==> config.mk <==
export PLATFORM = sky130hd
export DESIGN_NAME = tick_periodic_task_scheduler
export DESIGN_NICKNAME = d
export VERILOG_FILES = /design/src/rtl/core/tpts_pkg.sv /design/src/rtl/core/tpts_ctrl.sv /design/src/rtl/core/tpts_dp.sv /design/src/rtl/core/tick_periodic_task_scheduler.sv
export SDC_FILE = /design/constraint.sdc
export NUM_CORES = 1
export LEC_CHECK = 0
export ABC_CLOCK_PERIOD_IN_PS = 8000
export BUFFER_PORTS_ARGS = -buffer_cell sky130_fd_sc_hd__buf_2
export CAP_MARGIN = 20
export CORE_AREA = 8 8 269 271
export CTS_CLUSTER_DIAMETER = 50
export DETAILED_ROUTE_END_ITERATION = 12
export DIE_AREA = 0 0 277 279
export PLACE_DENSITY_LB_ADDON = 0.08
export SLEW_MARGIN = 10
export SYNTH_ARGS = -nofsm -noshare
export SYNTH_HDL_FRONTEND = slang
export SYNTH_SLANG_ARGS = --single-unit
export TNS_END_PERCENT = 1
==> constraint.sdc <==
create_clock -name clk -period 8 [get_ports clk]
set_input_delay 1.6 -clock clk [delete_from_list [all_inputs] [get_ports clk]]
set_output_delay 1.6 -clock clk [all_outputs]
set_load 0.01 [all_outputs]
==> src/rtl/core/tpts_pkg.sv <==
// Package for the tick periodic task scheduler: sizes, opcodes, status codes,
// controller states and the controller/datapath command and status structs.
// No dependencies.
package tpts_pkg;

  localparam int TASKS      = 8;
  localparam int COUNT_BITS = 16;
  localparam int IDX_BITS   = $clog2(TASKS);
  localparam int OFF_BITS   = IDX_BITS;

  typedef enum logic [2:0] {
    OP_CLEAR    = 3'd0,
    OP_ADD      = 3'd1,
    OP_START    = 3'd2,
    OP_STOP     = 3'd3,
    OP_TICK     = 3'd4,
    OP_DISPATCH = 3'd5,
    OP_WAIT     = 3'd6,
    OP_RSTWAIT  = 3'd7
  } op_t;

  localparam logic [1:0] ST_OK      = 2'd0;
  localparam logic [1:0] ST_FULL    = 2'd1;
  localparam logic [1:0] ST_PENDING = 2'd2;

  typedef enum logic [2:0] {
    S_IDLE,
    S_EXEC,
    S_GSCAN,
    S_GMOD,
    S_STAGGER,
    S_OUT
  } state_t;

  typedef struct packed {
    logic exec;       // perform the simple operation held in the item register
    logic gcd_init;   // clear scan index and gcd accumulator
    logic gcd_scan;   // fold the current slot into the gcd accumulator
    logic gcd_step;   // one subtractive step of the running gcd
    logic stagger;    // apply offsets when qualified, then set run flag
  } tpts_cmd_t;

  typedef struct packed {
    logic scan_done;  // all slots folded
    logic mod_done;   // subtractive loop finished
  } tpts_sts_t;

endpackage

==> src/rtl/core/tpts_ctrl.sv <==
// Controller state machine for the scheduler.
// Depends on tpts_pkg.
module tpts_ctrl (
  input  logic                clk,
  input  logic                rst_n,
  input  logic                in_fire,
  input  tpts_pkg::op_t       op,
  input  tpts_pkg::tpts_sts_t sts,
  input  logic                out_tready,
  output logic                in_tready,
  output logic                out_tvalid,
  output tpts_pkg::tpts_cmd_t cmd
);

  tpts_pkg::state_t state_r, state_nxt;

  // next state
  always_comb begin
    state_nxt = state_r;
    case (state_r)
      tpts_pkg::S_IDLE:    if (in_fire) state_nxt = tpts_pkg::S_EXEC;
      tpts_pkg::S_EXEC: begin
        if (op == tpts_pkg::OP_START) state_nxt = tpts_pkg::S_GSCAN;
        else state_nxt = tpts_pkg::S_OUT;
      end
      tpts_pkg::S_GSCAN: begin
        if (sts.scan_done) state_nxt = tpts_pkg::S_STAGGER;
        else state_nxt = tpts_pkg::S_GMOD;
      end
      tpts_pkg::S_GMOD:    if (sts.mod_done) state_nxt = tpts_pkg::S_GSCAN;
      tpts_pkg::S_STAGGER: state_nxt = tpts_pkg::S_OUT;
      tpts_pkg::S_OUT:     if (out_tready) state_nxt = tpts_pkg::S_IDLE;
      default:             state_nxt = tpts_pkg::S_IDLE;
    endcase
  end

  // outputs
  always_comb begin
    cmd        = '0;
    in_tready  = 1'b0;
    out_tvalid = 1'b0;
    case (state_r)
      tpts_pkg::S_IDLE:    in_tready = 1'b1;
      tpts_pkg::S_EXEC: begin
        cmd.exec     = (op != tpts_pkg::OP_START);
        cmd.gcd_init = (op == tpts_pkg::OP_START);
      end
      tpts_pkg::S_GSCAN:   cmd.gcd_scan = !sts.scan_done;
      tpts_pkg::S_GMOD:    cmd.gcd_step = 1'b1;
      tpts_pkg::S_STAGGER: cmd.stagger = 1'b1;
      tpts_pkg::S_OUT:     out_tvalid = 1'b1;
      default:             ;
    endcase
  end

  always_ff @(posedge clk) begin
    if (!rst_n) state_r <= tpts_pkg::S_IDLE;
    else state_r <= state_nxt;
  end

  a_exec_after_accept: assert property (@(posedge clk) disable iff (!rst_n)
    in_fire |=> state_r == tpts_pkg::S_EXEC) else $error("no exec after accept");
  a_no_accept_busy: assert property (@(posedge clk) disable iff (!rst_n)
    state_r != tpts_pkg::S_IDLE |-> !in_tready) else $error("ready while busy");
  a_cmd_onehot: assert property (@(posedge clk) disable iff (!rst_n)
    $onehot0(cmd)) else $error("multiple commands");

endmodule

==> src/rtl/core/tpts_dp.sv <==
// Datapath: slot table, counters, delay slots, gcd unit and result register.
// Depends on tpts_pkg.
module tpts_dp (
  input  logic                       clk,
  input  logic                       rst_n,
  input  logic                       in_fire,
  input  logic [2:0]                 in_op,
  input  logic                       in_priority_high,
  input  logic [15:0]                in_task_period,
  input  logic [2:0]                 in_delay_index,
  input  logic [15:0]                in_delay_ticks,
  input  tpts_pkg::tpts_cmd_t        cmd,
  output tpts_pkg::tpts_sts_t        sts,
  output tpts_pkg::op_t              op,
  output logic [1:0]                 status,
  output logic [2:0]                 slot,
  output logic [7:0]                 ready_mask,
  output logic                       running
);

  localparam int CB = tpts_pkg::COUNT_BITS;
  localparam int NT = tpts_pkg::TASKS;
  localparam int IB = tpts_pkg::IDX_BITS;

  // captured item
  tpts_pkg::op_t   op_r;
  logic            hi_r;
  logic [CB-1:0]   per_r, dt_r;
  logic [2:0]      di_r;

  // state
  logic [NT-1:0]   used_r, ready_r, dact_r;
  logic [CB-1:0]   reload_r [NT];
  logic [CB-1:0]   count_r  [NT];
  logic [CB-1:0]   dcnt_r   [NT];
  logic [tpts_pkg::OFF_BITS-1:0] off_r [NT];
  logic            run_r;

  // gcd unit
  logic [IB:0]     scan_r;
  logic [CB-1:0]   ga_r, gb_r;
  logic            gzero_r, gfirst_r;
  logic [IB:0]     n_r;

  // result
  logic [1:0]      status_r;
  logic [2:0]      slot_r;
  logic [7:0]      mask_r;

  assign op         = op_r;
  assign status     = status_r;
  assign slot       = slot_r;
  assign ready_mask = mask_r;
  assign running    = run_r;

  assign sts.scan_done = (scan_r == (IB+1)'(NT));
  assign sts.mod_done  = (gb_r == '0);

  logic [IB-1:0] scan_idx;
  assign scan_idx = scan_r[IB-1:0];

  // number of used slots below index i
  function automatic logic [IB:0] cnt_below(input int i);
    logic [IB:0] c;
    c = '0;
    for (int j = 0; j < NT; j++) if (j < i && used_r[j]) c = c + 1'b1;
    return c;
  endfunction

  // free slot search
  logic          found;
  logic [IB-1:0] free_idx;
  always_comb begin
    found    = 1'b0;
    free_idx = '0;
    for (int i = 0; i < NT; i++) begin
      if (hi_r) begin
        if (!found && !used_r[i]) begin
          found    = 1'b1;
          free_idx = IB'(i);
        end
      end else if (!found && !used_r[NT-1-i]) begin
        found    = 1'b1;
        free_idx = IB'(NT-1-i);
      end
    end
  end

  // delay index in range
  logic di_ok;
  logic [IB-1:0] di_idx;
  assign di_ok  = ({29'd0, di_r} < 32'(NT));
  assign di_idx = IB'(di_r);

  always_ff @(posedge clk) begin
    if (in_fire) begin
      op_r  <= tpts_pkg::op_t'(in_op);
      hi_r  <= in_priority_high;
      per_r <= CB'(in_task_period);
      dt_r  <= CB'(in_delay_ticks);
      di_r  <= in_delay_index;
    end
  end

  // main state update
  always_ff @(posedge clk) begin
    if (!rst_n) begin
      used_r <= '0;
      ready_r <= '0;
      dact_r <= '0;
      run_r <= 1'b0;
      for (int i = 0; i < NT; i++) begin
        reload_r[i] <= '0;
        count_r[i]  <= '0;
        dcnt_r[i]   <= '0;
        off_r[i]    <= '0;
      end
    end else begin
      if (cmd.exec) begin
        case (op_r)
          tpts_pkg::OP_CLEAR: begin
            used_r <= '0;
            run_r  <= 1'b0;
          end
          tpts_pkg::OP_ADD: begin
            if (found) begin
              used_r[free_idx]   <= 1'b1;
              reload_r[free_idx] <= per_r;
              count_r[free_idx]  <= per_r;
              ready_r[free_idx]  <= 1'b0;
            end
          end
          tpts_pkg::OP_STOP: run_r <= 1'b0;
          tpts_pkg::OP_TICK: begin
            if (run_r) begin
              for (int i = 0; i < NT; i++) begin
                if (dact_r[i] && dcnt_r[i] != '0) dcnt_r[i] <= dcnt_r[i] - 1'b1;
                if (used_r[i]) begin
                  if (off_r[i] != '0) off_r[i] <= off_r[i] - 1'b1;
                  else if (count_r[i] != '0) begin
                    if (count_r[i] == CB'(1)) begin
                      ready_r[i] <= 1'b1;
                      count_r[i] <= reload_r[i];
                    end else count_r[i] <= count_r[i] - 1'b1;
                  end else if (reload_r[i] == '0) ready_r[i] <= 1'b1;
                end
              end
            end
          end
          tpts_pkg::OP_DISPATCH: begin
            for (int i = 0; i < NT; i++)
              if (used_r[i] && ready_r[i] && reload_r[i] != '0) ready_r[i] <= 1'b0;
          end
          tpts_pkg::OP_WAIT: begin
            if (di_ok) begin
              if (!dact_r[di_idx]) begin
                dcnt_r[di_idx] <= dt_r;
                dact_r[di_idx] <= 1'b1;
              end else if (dcnt_r[di_idx] == '0) dact_r[di_idx] <= 1'b0;
            end
          end
          tpts_pkg::OP_RSTWAIT: if (di_ok) dact_r[di_idx] <= 1'b0;
          default: ;
        endcase
      end
      // staggered offsets then run
      if (cmd.stagger) begin
        if (!gzero_r && ga_r > CB'(1) && n_r > (IB+1)'(1)) begin
          for (int i = 0; i < NT; i++) begin
            if (used_r[i]) off_r[i] <= tpts_pkg::OFF_BITS'(cnt_below(i));
          end
        end
        run_r <= 1'b1;
      end
    end
  end

  // iterative gcd: scan slots, subtractive Euclid one step per cycle
  always_ff @(posedge clk) begin
    if (cmd.gcd_init) begin
      scan_r   <= '0;
      ga_r     <= '0;
      gb_r     <= '0;
      gzero_r  <= 1'b0;
      gfirst_r <= 1'b1;
      n_r      <= '0;
    end else if (cmd.gcd_scan) begin
      scan_r <= scan_r + 1'b1;
      if (used_r[scan_idx]) begin
        n_r <= n_r + 1'b1;
        if (gfirst_r) begin
          ga_r     <= count_r[scan_idx];
          gb_r     <= '0;
          gfirst_r <= 1'b0;
          if (count_r[scan_idx] == '0) gzero_r <= 1'b1;
        end else if (count_r[scan_idx] == '0 || ga_r == '0) begin
          gzero_r <= 1'b1;
          ga_r    <= '0;
          gb_r    <= '0;
        end else gb_r <= count_r[scan_idx];
      end else gb_r <= '0;
    end else if (cmd.gcd_step) begin
      // subtractive step: equal ends the loop with the gcd in a
      if (gb_r != '0) begin
        if (ga_r == gb_r) gb_r <= '0;
        else if (ga_r > gb_r) ga_r <= ga_r - gb_r;
        else begin
          ga_r <= gb_r;
          gb_r <= ga_r;
        end
      end
    end
  end

  // result register
  always_ff @(posedge clk) begin
    if (cmd.exec || cmd.stagger) begin
      status_r <= tpts_pkg::ST_OK;
      slot_r   <= '0;
      mask_r   <= '0;
      if (cmd.exec) begin
        case (op_r)
          tpts_pkg::OP_ADD: begin
            if (found) slot_r <= 3'(free_idx);
            else status_r <= tpts_pkg::ST_FULL;
          end
          tpts_pkg::OP_DISPATCH: begin
            for (int i = 0; i < NT && i < 8; i++)
              mask_r[i] <= used_r[i] & ready_r[i];
          end
          tpts_pkg::OP_WAIT: begin
            if (di_ok && (!dact_r[di_idx] || dcnt_r[di_idx] != '0))
              status_r <= tpts_pkg::ST_PENDING;
          end
          default: ;
        endcase
      end
    end
  end

  a_stagger_runs: assert property (@(posedge clk) disable iff (!rst_n)
    cmd.stagger |=> run_r) else $error("start did not set run");
  a_clear_stops: assert property (@(posedge clk) disable iff (!rst_n)
    cmd.exec && op_r == tpts_pkg::OP_CLEAR |=> !run_r && used_r == '0)
    else $error("clear failed");
  a_add_marks: assert property (@(posedge clk) disable iff (!rst_n)
    cmd.exec && op_r == tpts_pkg::OP_ADD && found |=> used_r[$past(free_idx)])
    else $error("add did not mark slot");

endmodule

==> src/rtl/core/tick_periodic_task_scheduler.sv <==
// Tick periodic task scheduler, top level: controller plus datapath.
// An accepted item is executed and its result registered before out_tvalid rises;
// start instead runs a gcd scan over all TASKS slots with subtractive steps, then stagger.
// One item in flight; next accepted the cycle after result taken.
// Reset: synchronous active-low rst_n empties all slots, clears counts, stops.
// Depends on tpts_pkg, tpts_ctrl, tpts_dp.
module tick_periodic_task_scheduler (
  input  logic        clk,
  input  logic        rst_n,
  input  logic        in_tvalid,
  output logic        in_tready,
  input  logic [39:0] in_tdata,   // op[2:0], task_period[18:3], delay_index[21:19],
                                  // delay_ticks[37:22], zero fill
  input  logic        in_tuser,   // priority_high
  output logic        out_tvalid,
  input  logic        out_tready,
  output logic [15:0] out_tdata   // status[1:0], slot[4:2], ready_mask[12:5],
                                  // running[13], zero fill
);

  tpts_pkg::tpts_cmd_t cmd;
  tpts_pkg::tpts_sts_t sts;
  tpts_pkg::op_t       op;
  logic                in_fire;
  logic [1:0]          status;
  logic [2:0]          slot;
  logic [7:0]          ready_mask;
  logic                running;

  assign in_fire   = in_tvalid && in_tready;
  assign out_tdata = {2'b00, running, ready_mask, slot, status};

  tpts_ctrl u_ctrl (
    .clk, .rst_n, .in_fire, .op, .sts, .out_tready,
    .in_tready, .out_tvalid, .cmd
  );

  tpts_dp u_dp (
    .clk, .rst_n, .in_fire,
    .in_op            (in_tdata[2:0]),
    .in_priority_high (in_tuser),
    .in_task_period   (in_tdata[18:3]),
    .in_delay_index   (in_tdata[21:19]),
    .in_delay_ticks   (in_tdata[37:22]),
    .cmd, .sts, .op, .status, .slot, .ready_mask, .running
  );

endmodule
==> impl_metrics.tcl, run 1 <==
set metrics [dict create \
    grt_usage_pct 24.73 \
    place_area_um2 32690 \
    vdd_drop_max_uv 192.7 \
    die_height_um 279 \
    ant_nets 0 \
    port_buffers 58 \
    clock_path_buffers 3 \
    insertion_delay_ns 0.63 \
    ys_types 94 \
    numClockSinks 536 \
    netlist_area_um2 31750 \
    dp.cells 3969 \
    layout-drive-gt1-share_pct 10.07 \
    synthCells 3156 \
    hp-start "u_dp.gzero_r" \
    viasPerCell 6.163 \
    cap_violations 0 \
    rsz0062_at_grt "no" \
    ys.flop_type "edfxtp_1" \
    cp-end-kind "flop" \
    clock.fmax_mhz 221.6 \
    reg2reg_slack_ns 3.49 \
    cp.buffers_inverters 1 \
    grt_pass1_vias 24880 \
    hold_buffers 0 \
    start_util_pct 46.70 \
    critPathMostFrequentCell "nand2b_1" \
    die_area_um2 77280 \
    drt-total-wl_um 99050 \
    final_net_count 3298 \
    drtIter0Drc 2420 \
    syn_area_per_cell_um2 10.06 \
    worst_pin_slew_ns 1.098 \
    setup_viol 0 \
    startpoint_type "flop" \
    vias 25390 \
    gr-total-overflow 0 \
    power_w 0.009062 \
    rr_worst_depth 8 \
    hp-class "flop to flop" \
    crit_chain "or3b_1 -> nor3_2 -> nand3_1 -> nor2_1 -> and3_1 -> nand2b_1 -> buf_4 -> nand2b_1" \
    synth_edf_count 460 \
    drc_errors 0 \
    clkSlewWorstSetupHoldPaths_ns 0.05 \
    reg2reg_to "u_dp.count_r[0][5]" \
    drt-pass1-iter-count 5 \
    hpwl_um 68510 \
    cts_resized 0 \
    ys_ff_latch 536 \
    grt_pass1_wl_um 150200 \
    min_period_over_period_pct 56.40 \
    r2r-start "u_ctrl.state_r[0]" \
    min_to "u_dp.gzero_r" \
    area.growth.synth_to_final_pct 11.61 \
    die_x_um 277 \
    skew_ns 0.02979 \
    slowest_delay_ns 0.73 \
    fin_ws_ns 3.488 \
    maxSlewHeadroom_pct 26.69 \
    rows 96 \
    grt_antenna_before_repair 11 \
    crit_type "flop to flop" \
    leakagePower_nw 12.59 \
    yosysSeqAreaShare_pct 48.30 \
    required_ns 8.24 \
    cts_tree "yes" \
    path_delay_family "simple AND/OR/NAND/NOR gates" \
    worstPathArrival_ns 4.76 \
    drv_slew 0 \
    wl_per_cell_um 24.04 \
    htreeDepth 3 \
    antenna_cells 0 \
    stdcell_area_um2 35430 \
    powerDensity_nw_per_um2 255.7 \
    io_pins 63 \
    period_minus_slack_ns 4.512 \
    place.gp.congestion 0.8989 \
    status "completed" \
    cts_setup_buffers 0 \
    dp_slack_ns 2.874 \
    tns_ns 0 \
    yosys_warnings 0 \
    hold_depth 2 \
    cts_root_buf "clkbuf_16" \
    fin_cells 4120 \
    crit_path_top_delay_cell "nor2_1" \
    synth-async-reset-ratio_pct 0 \
    crit_fanout 18 \
    hold_violations 0 \
    cts_made_buffers 79 \
    grt_max_degree 63 \
    core_um2 67990 \
]
-- through the flow --
stage / util [%] / hold WS, ns
after floorplan: - / 0.4259
after global placement: 48.05 / 0.4421
after detailed placement: 48.08 / 0.4506
after CTS: 52.06 / 0.4579
after global routing: 52.12 / 0.4784
final: 52.12 / 0.4588
-- report_power, final --
group | internal, W | switching (W)
Clock | 0.00216 | 0.00142
Sequential | 0.00325 | 0.000325
Combinational | 0.000743 | 0.00116
Total | 0.00616 | 0.00291
-- worst register-to-register path: stages (launching register included) --
cell and delay (ns):
dfxtp_1 0.44, or3b_1 0.58, nor3_2 0.30, nand3_1 0.22, nor2_1 0.73, and3_1 0.68, nand2b_1 0.19, buf_4 0.26
nand2b_1 0.73
-- logic make-up after synthesis --
family	count (synthesis)	synth area share (%)
compound gates	702	14.29
xor+xnor	233	6.428
fa+ha+maj	81	3.216
buf+inv	271	3.748
flops	536	48.30
mux	90	4.162
other cells	1	0.01181
simple gates	1242	19.85
-- area by class of cell --
type | instances | area (µm²)
Fill cell | 6091 | 32550
Sequential cell | 536 | 15340
Multi-Input combinational cell | 2350 | 15270
Clock buffer | 95 | 2110
Tap cell | 882 | 1104
Timing Repair Buffer | 102 | 628.1
Clock inverter | 52 | 599.3
Inverter | 103 | 386.6
-- per-layer routing --
metal / share of wire (%) / vias up / global-route usage (%)
li1: - / 11700 / -
met1: 42 / 12410 / 32.80
met2: 45 / 1057 / 39.75
met3: 7.7 / 223 / 4.683
met4: 4.4 / 4 / 10.11
met5: 0.026 / - / 0
-- how the worst max path moves through the flow --
stage                                  from                  to  slack [ns]  depth (start not counted)
after floorplan                       rst_n  u_dp.count_r[3][0]        3.64                          4
after global placement                rst_n   u_dp.dcnt_r[6][4]        2.98                          6
after detailed placement              rst_n   u_dp.dcnt_r[6][4]        2.87                          6
after CTS                    u_dp.di_idx[1]   u_dp.dcnt_r[6][2]        3.44                          6
after global routing      u_ctrl.state_r[0]  u_dp.count_r[0][3]        3.21                          8
final                     u_ctrl.state_r[0]  u_dp.count_r[0][5]        3.49                          8
-- registers in the layout (all words and copies together), names as in the netlist, 4 cells and up, named ones only --
register / cells
u_dp.ready_r: 8
u_dp.dt_r: 16
u_dp.off_r: 24
u_dp.n_r: 4
u_dp.count_r: 128
u_dp.ga_r: 16
u_dp.used_r: 8
u_dp.dcnt_r: 128
u_dp.per_r: 16
u_dp.gb_r: 16
u_dp.scan_r: 4
u_dp.reload_r: 128
u_dp.ready_mask: 8
-- placed cells by master (no fill, tap or decap), drive strengths merged, types with 100 or more instances in the layout --
master	instances
nor4	100
inv	121
edfxtp	460
nand2	353
o21ai	223
nor3	108
nor2	250
xnor2	143
a21oi	125
and2	126
buf	102
-- Yosys cell counts (all sizes together), types with 6 or more instances --
library cell / instances / share of area, %
dfxtp: 76 / 4.8
nand3b: 12 / 0.28
nor2: 250 / 3.0
inv: 103 / 1.2
o21a: 9 / 0.21
nand2: 353 / 4.2
nand4b: 8 / 0.22
or2: 11 / 0.22
clkbuf: 117 / 1.6
o21bai: 95 / 2.2
or4: 32 / 0.78
nor2b: 29 / 0.57
a22o: 16 / 0.44
a211oi: 34 / 0.80
and3: 32 / 0.63
a21oi: 125 / 2.0
a31o: 6 / 0.17
xor2: 90 / 2.5
nor4: 100 / 2.0
a211o: 23 / 0.63
edfxtp: 460 / 44
ha: 80 / 3.2
o22ai: 11 / 0.22
a21o: 14 / 0.33
mux2: 6 / 0.21
nor3: 108 / 1.8
a311o: 6 / 0.19
or3: 27 / 0.54
buf: 51 / 0.95
a311oi: 8 / 0.22
o211ai: 7 / 0.18
mux4: 33 / 2.3
and2: 126 / 2.5
mux2i: 51 / 1.6
nand4: 33 / 0.67
and4: 9 / 0.25
nand2b: 28 / 0.58
a31oi: 20 / 0.39
o31ai: 54 / 1.3
nand3: 55 / 0.87
xnor2: 143 / 3.9
o21ai: 223 / 3.5
nor3b: 10 / 0.27
Note: power is estimated with default switching activity, not from simulation.
==> inputs of run 2 (changes only) <==
--- a/config.mk
+++ b/config.mk
@@ -5,13 +5,14 @@
 export SDC_FILE = /design/constraint.sdc
 export NUM_CORES = 1
 export LEC_CHECK = 0
-export ABC_CLOCK_PERIOD_IN_PS = 8000
+export ABC_AREA = 1
+export ABC_CLOCK_PERIOD_IN_PS = 3800
 export BUFFER_PORTS_ARGS = -buffer_cell sky130_fd_sc_hd__buf_2
 export CAP_MARGIN = 20
-export CORE_AREA = 8 8 269 271
+export CORE_AREA = 8 8 274 276
 export CTS_CLUSTER_DIAMETER = 50
 export DETAILED_ROUTE_END_ITERATION = 12
-export DIE_AREA = 0 0 277 279
+export DIE_AREA = 0 0 282 284
 export PLACE_DENSITY_LB_ADDON = 0.08
 export SLEW_MARGIN = 10
 export SYNTH_ARGS = -nofsm -noshare
==> constraint.sdc (replaced) <==
create_clock -name clk -period 3.8 [get_ports clk]
set_input_delay 0.76 -clock clk [delete_from_list [all_inputs] [get_ports clk]]
set_output_delay 0.76 -clock clk [all_outputs]
set_load 0.01 [all_outputs]
==> impl_metrics.tcl, run 2 <==
set metrics [dict create \
    status "completed" \
    reg_top3 "u_dp.count_r: 128 flops, u_dp.dcnt_r: 128 flops, u_dp.reload_r: 128 flops" \
    die_area_um2 80090 \
    die_x_um 282 \
    syn_area_per_cell_um2 8.041 \
    vdd_drop_max_uv 379.7 \
    rsz0062_at_grt "no" \
    hold_buffers 0 \
    gr-total-overflow 0 \
    cts_resized 0 \
    ys_types 59 \
    hp-class "input pin to flop" \
    start_util_pct 46.31 \
    yosys_warnings 0 \
    fin_cells 5205 \
    grt_pass1_wl_um 157800 \
    synthTopCellsByArea "edfxtp_1, nand2_1, inv_1" \
    clock.fmax_mhz 284.6 \
    viasPerCell 5.509 \
    rows 98 \
    startpoint_type "flop" \
    ys.flop_type "edfxtp_1" \
    synthAdderAreaFrac_pct 3.116 \
    clkSlewWorstSetupHoldPaths_ns 0.06 \
    grt_usage_pct 25.17 \
    ys_ff_latch 536 \
    cts_setup_buffers 0 \
    hold_violations 0 \
    cts_tree "yes" \
    required_ns 4.18 \
    place_area_um2 34230 \
    drc_errors 0 \
    synth_top_area_cell "edfxtp_1" \
    antenna_cells 0 \
    min_period_over_period_pct 92.48 \
    vias 28680 \
    netlist_area_um2 32770 \
    skew_ns 0.02984 \
    drv_slew 0 \
    synth_simple_gate_area_share_pct 26.58 \
    crit_type "flop to flop" \
    wl_per_cell_um 19.82 \
    maxSlewHeadroom_pct 35.93 \
    drt-pass1-iter-count 6 \
    hpwl_um 74120 \
    dp.cells 5046 \
    synth_top_family_by_area "simple AND/OR/NAND/NOR gates" \
    layout_common_cells "nand2_1, inv_1, nor2_1, edfxtp_1, nand3_1" \
    layout-drive-gt1-share_pct 8.837 \
    grt_pass1_vias 26740 \
    period_minus_slack_ns 3.514 \
    grt_max_degree 73 \
    yosysSeqAreaShare_pct 46.80 \
    leakagePower_nw 16.01 \
    hold_ws_ns 0.2907 \
    cap_violations 0 \
    synth_top_area_share_pct 42.16 \
    synth.mux.area_fraction_pct 0.03055 \
    tns_ns 0 \
    io_pins 63 \
    synthCells 4075 \
    synth-async-reset-ratio_pct 0 \
    worst_pin_slew_ns 0.9587 \
    numClockSinks 536 \
    stdcell_area_um2 37100 \
    core_um2 70750 \
    cts_root_buf "clkbuf_16" \
    synth_compound_area_share_pct 10.26 \
    port_buffers 58 \
    setup_viol 0 \
    ant_nets 0 \
    drtIter0Drc 3094 \
    cts_made_buffers 85 \
    final_net_count 4311 \
    synth_edf_count 460 \
    worstPathArrival_ns 3.89 \
    synth_most_common_cell "nand2_1" \
    htreeDepth 3 \
    netlist_top_cells_count "nand2_1, inv_1, nor2_1" \
    grt_antenna_before_repair 0 \
    die_height_um 284 \
    area.growth.synth_to_final_pct 13.24 \
    place.gp.congestion 0.9398 \
    clock_path_buffers 3 \
    power_w 0.02076 \
    crit_fanout 6 \
    insertion_delay_ns 0.65 \
    cp-end-kind "flop" \
    drt-total-wl_um 103200 \
    mostFrequentLayoutCell "nand2_1" \
    synth_xor_area_share_pct 4.811 \
    powerDensity_nw_per_um2 559.6 \
]
## run 2: changes by cell type in the layout (fill, tap and decap cells not counted), moves of 99 or more
cell / delta
nand2_1: +552
inv_1: +434
nand3_1: +285
nor2_1: +228
o22ai_1: +131
and2_1: -121
xnor2_1: -99
## run 2: stage by stage
step	worst slack, ns	utilization, %
6_report	0.2859	52.44
2_1_floorplan	0.5076	-
3_5_place_dp	0.3060	48.38
4_1_cts	0.2980	52.40
5_1_grt	0.02579	52.44
3_3_place_gp	0.3140	48.38
## run 2: critical path, cell delays in order (launching register included)
cell and delay, ns:
dfxtp_1 0.32, inv_1 0.12, ha_1 0.36, xnor2_1 0.22, inv_1 0.09, ha_1 0.27, nand2_1 0.06, o21ai_0 0.19
ha_1 0.35, nand2_1 0.09, nand2_1 0.09, ha_1 0.28, nor2_1 0.04, a31oi_1 0.26, ha_1 0.29, mux2i_1 0.16
o22ai_1 0.08
## run 2: final timing paths
kind	from	end	slack [ns]	cells after the start
min	in_tdata[13]	u_dp.per_r[10]	0.29	1
max reg2reg	u_dp.used_r[0]	u_dp.off_r[0][22]	0.29	16
min reg2reg	flop	flop	0.46	2
max	u_dp.used_r[0]	u_dp.off_r[0][22]	0.29	16
## run 2: cells by family (layout without fill, tap and decap cells)
logic type	count (synthesis)	in the layout
AOI/OAI and AO/OA	595	595
xor gates and xnor gates	180	180
adders and majority gates	81	81
buffers and inverters	674	853
DFF	536	536
muxes	1	1
other	1	2
and+or+nand+nor	2007	2007
## run 2: per-layer routing
metal | global-route usage [%] | part of all wire, %
met1 | 36.86 | 46
met2 | 37.71 | 44
met3 | 4.151 | 7.3
met4 | 7.791 | 3.2
met5 | 0 | 0
## run 2: power breakdown
| group | leakage [nW] | switching [W] | internal (W) |
|---|---|---|---|
| Sequential | 5.33 | 0.000503 | 0.00693 |
| Clock | 1.38 | 0.00305 | 0.00477 |
| Combinational | 9.30 | 0.00389 | 0.00161 |
## run 2: cell type report
| cell class | count | area (µm²) |
|---|---|---|
| flip-flops and latches | 536 | 15340 |
| clock buffers | 98 | 2196 |
| well taps | 950 | 1189 |
| fillers | 6822 | 33650 |
| clock inverters | 59 | 649.4 |
| multi-input cells | 2866 | 14690 |
| inverters | 553 | 2077 |
| repair buffers | 143 | 968.4 |
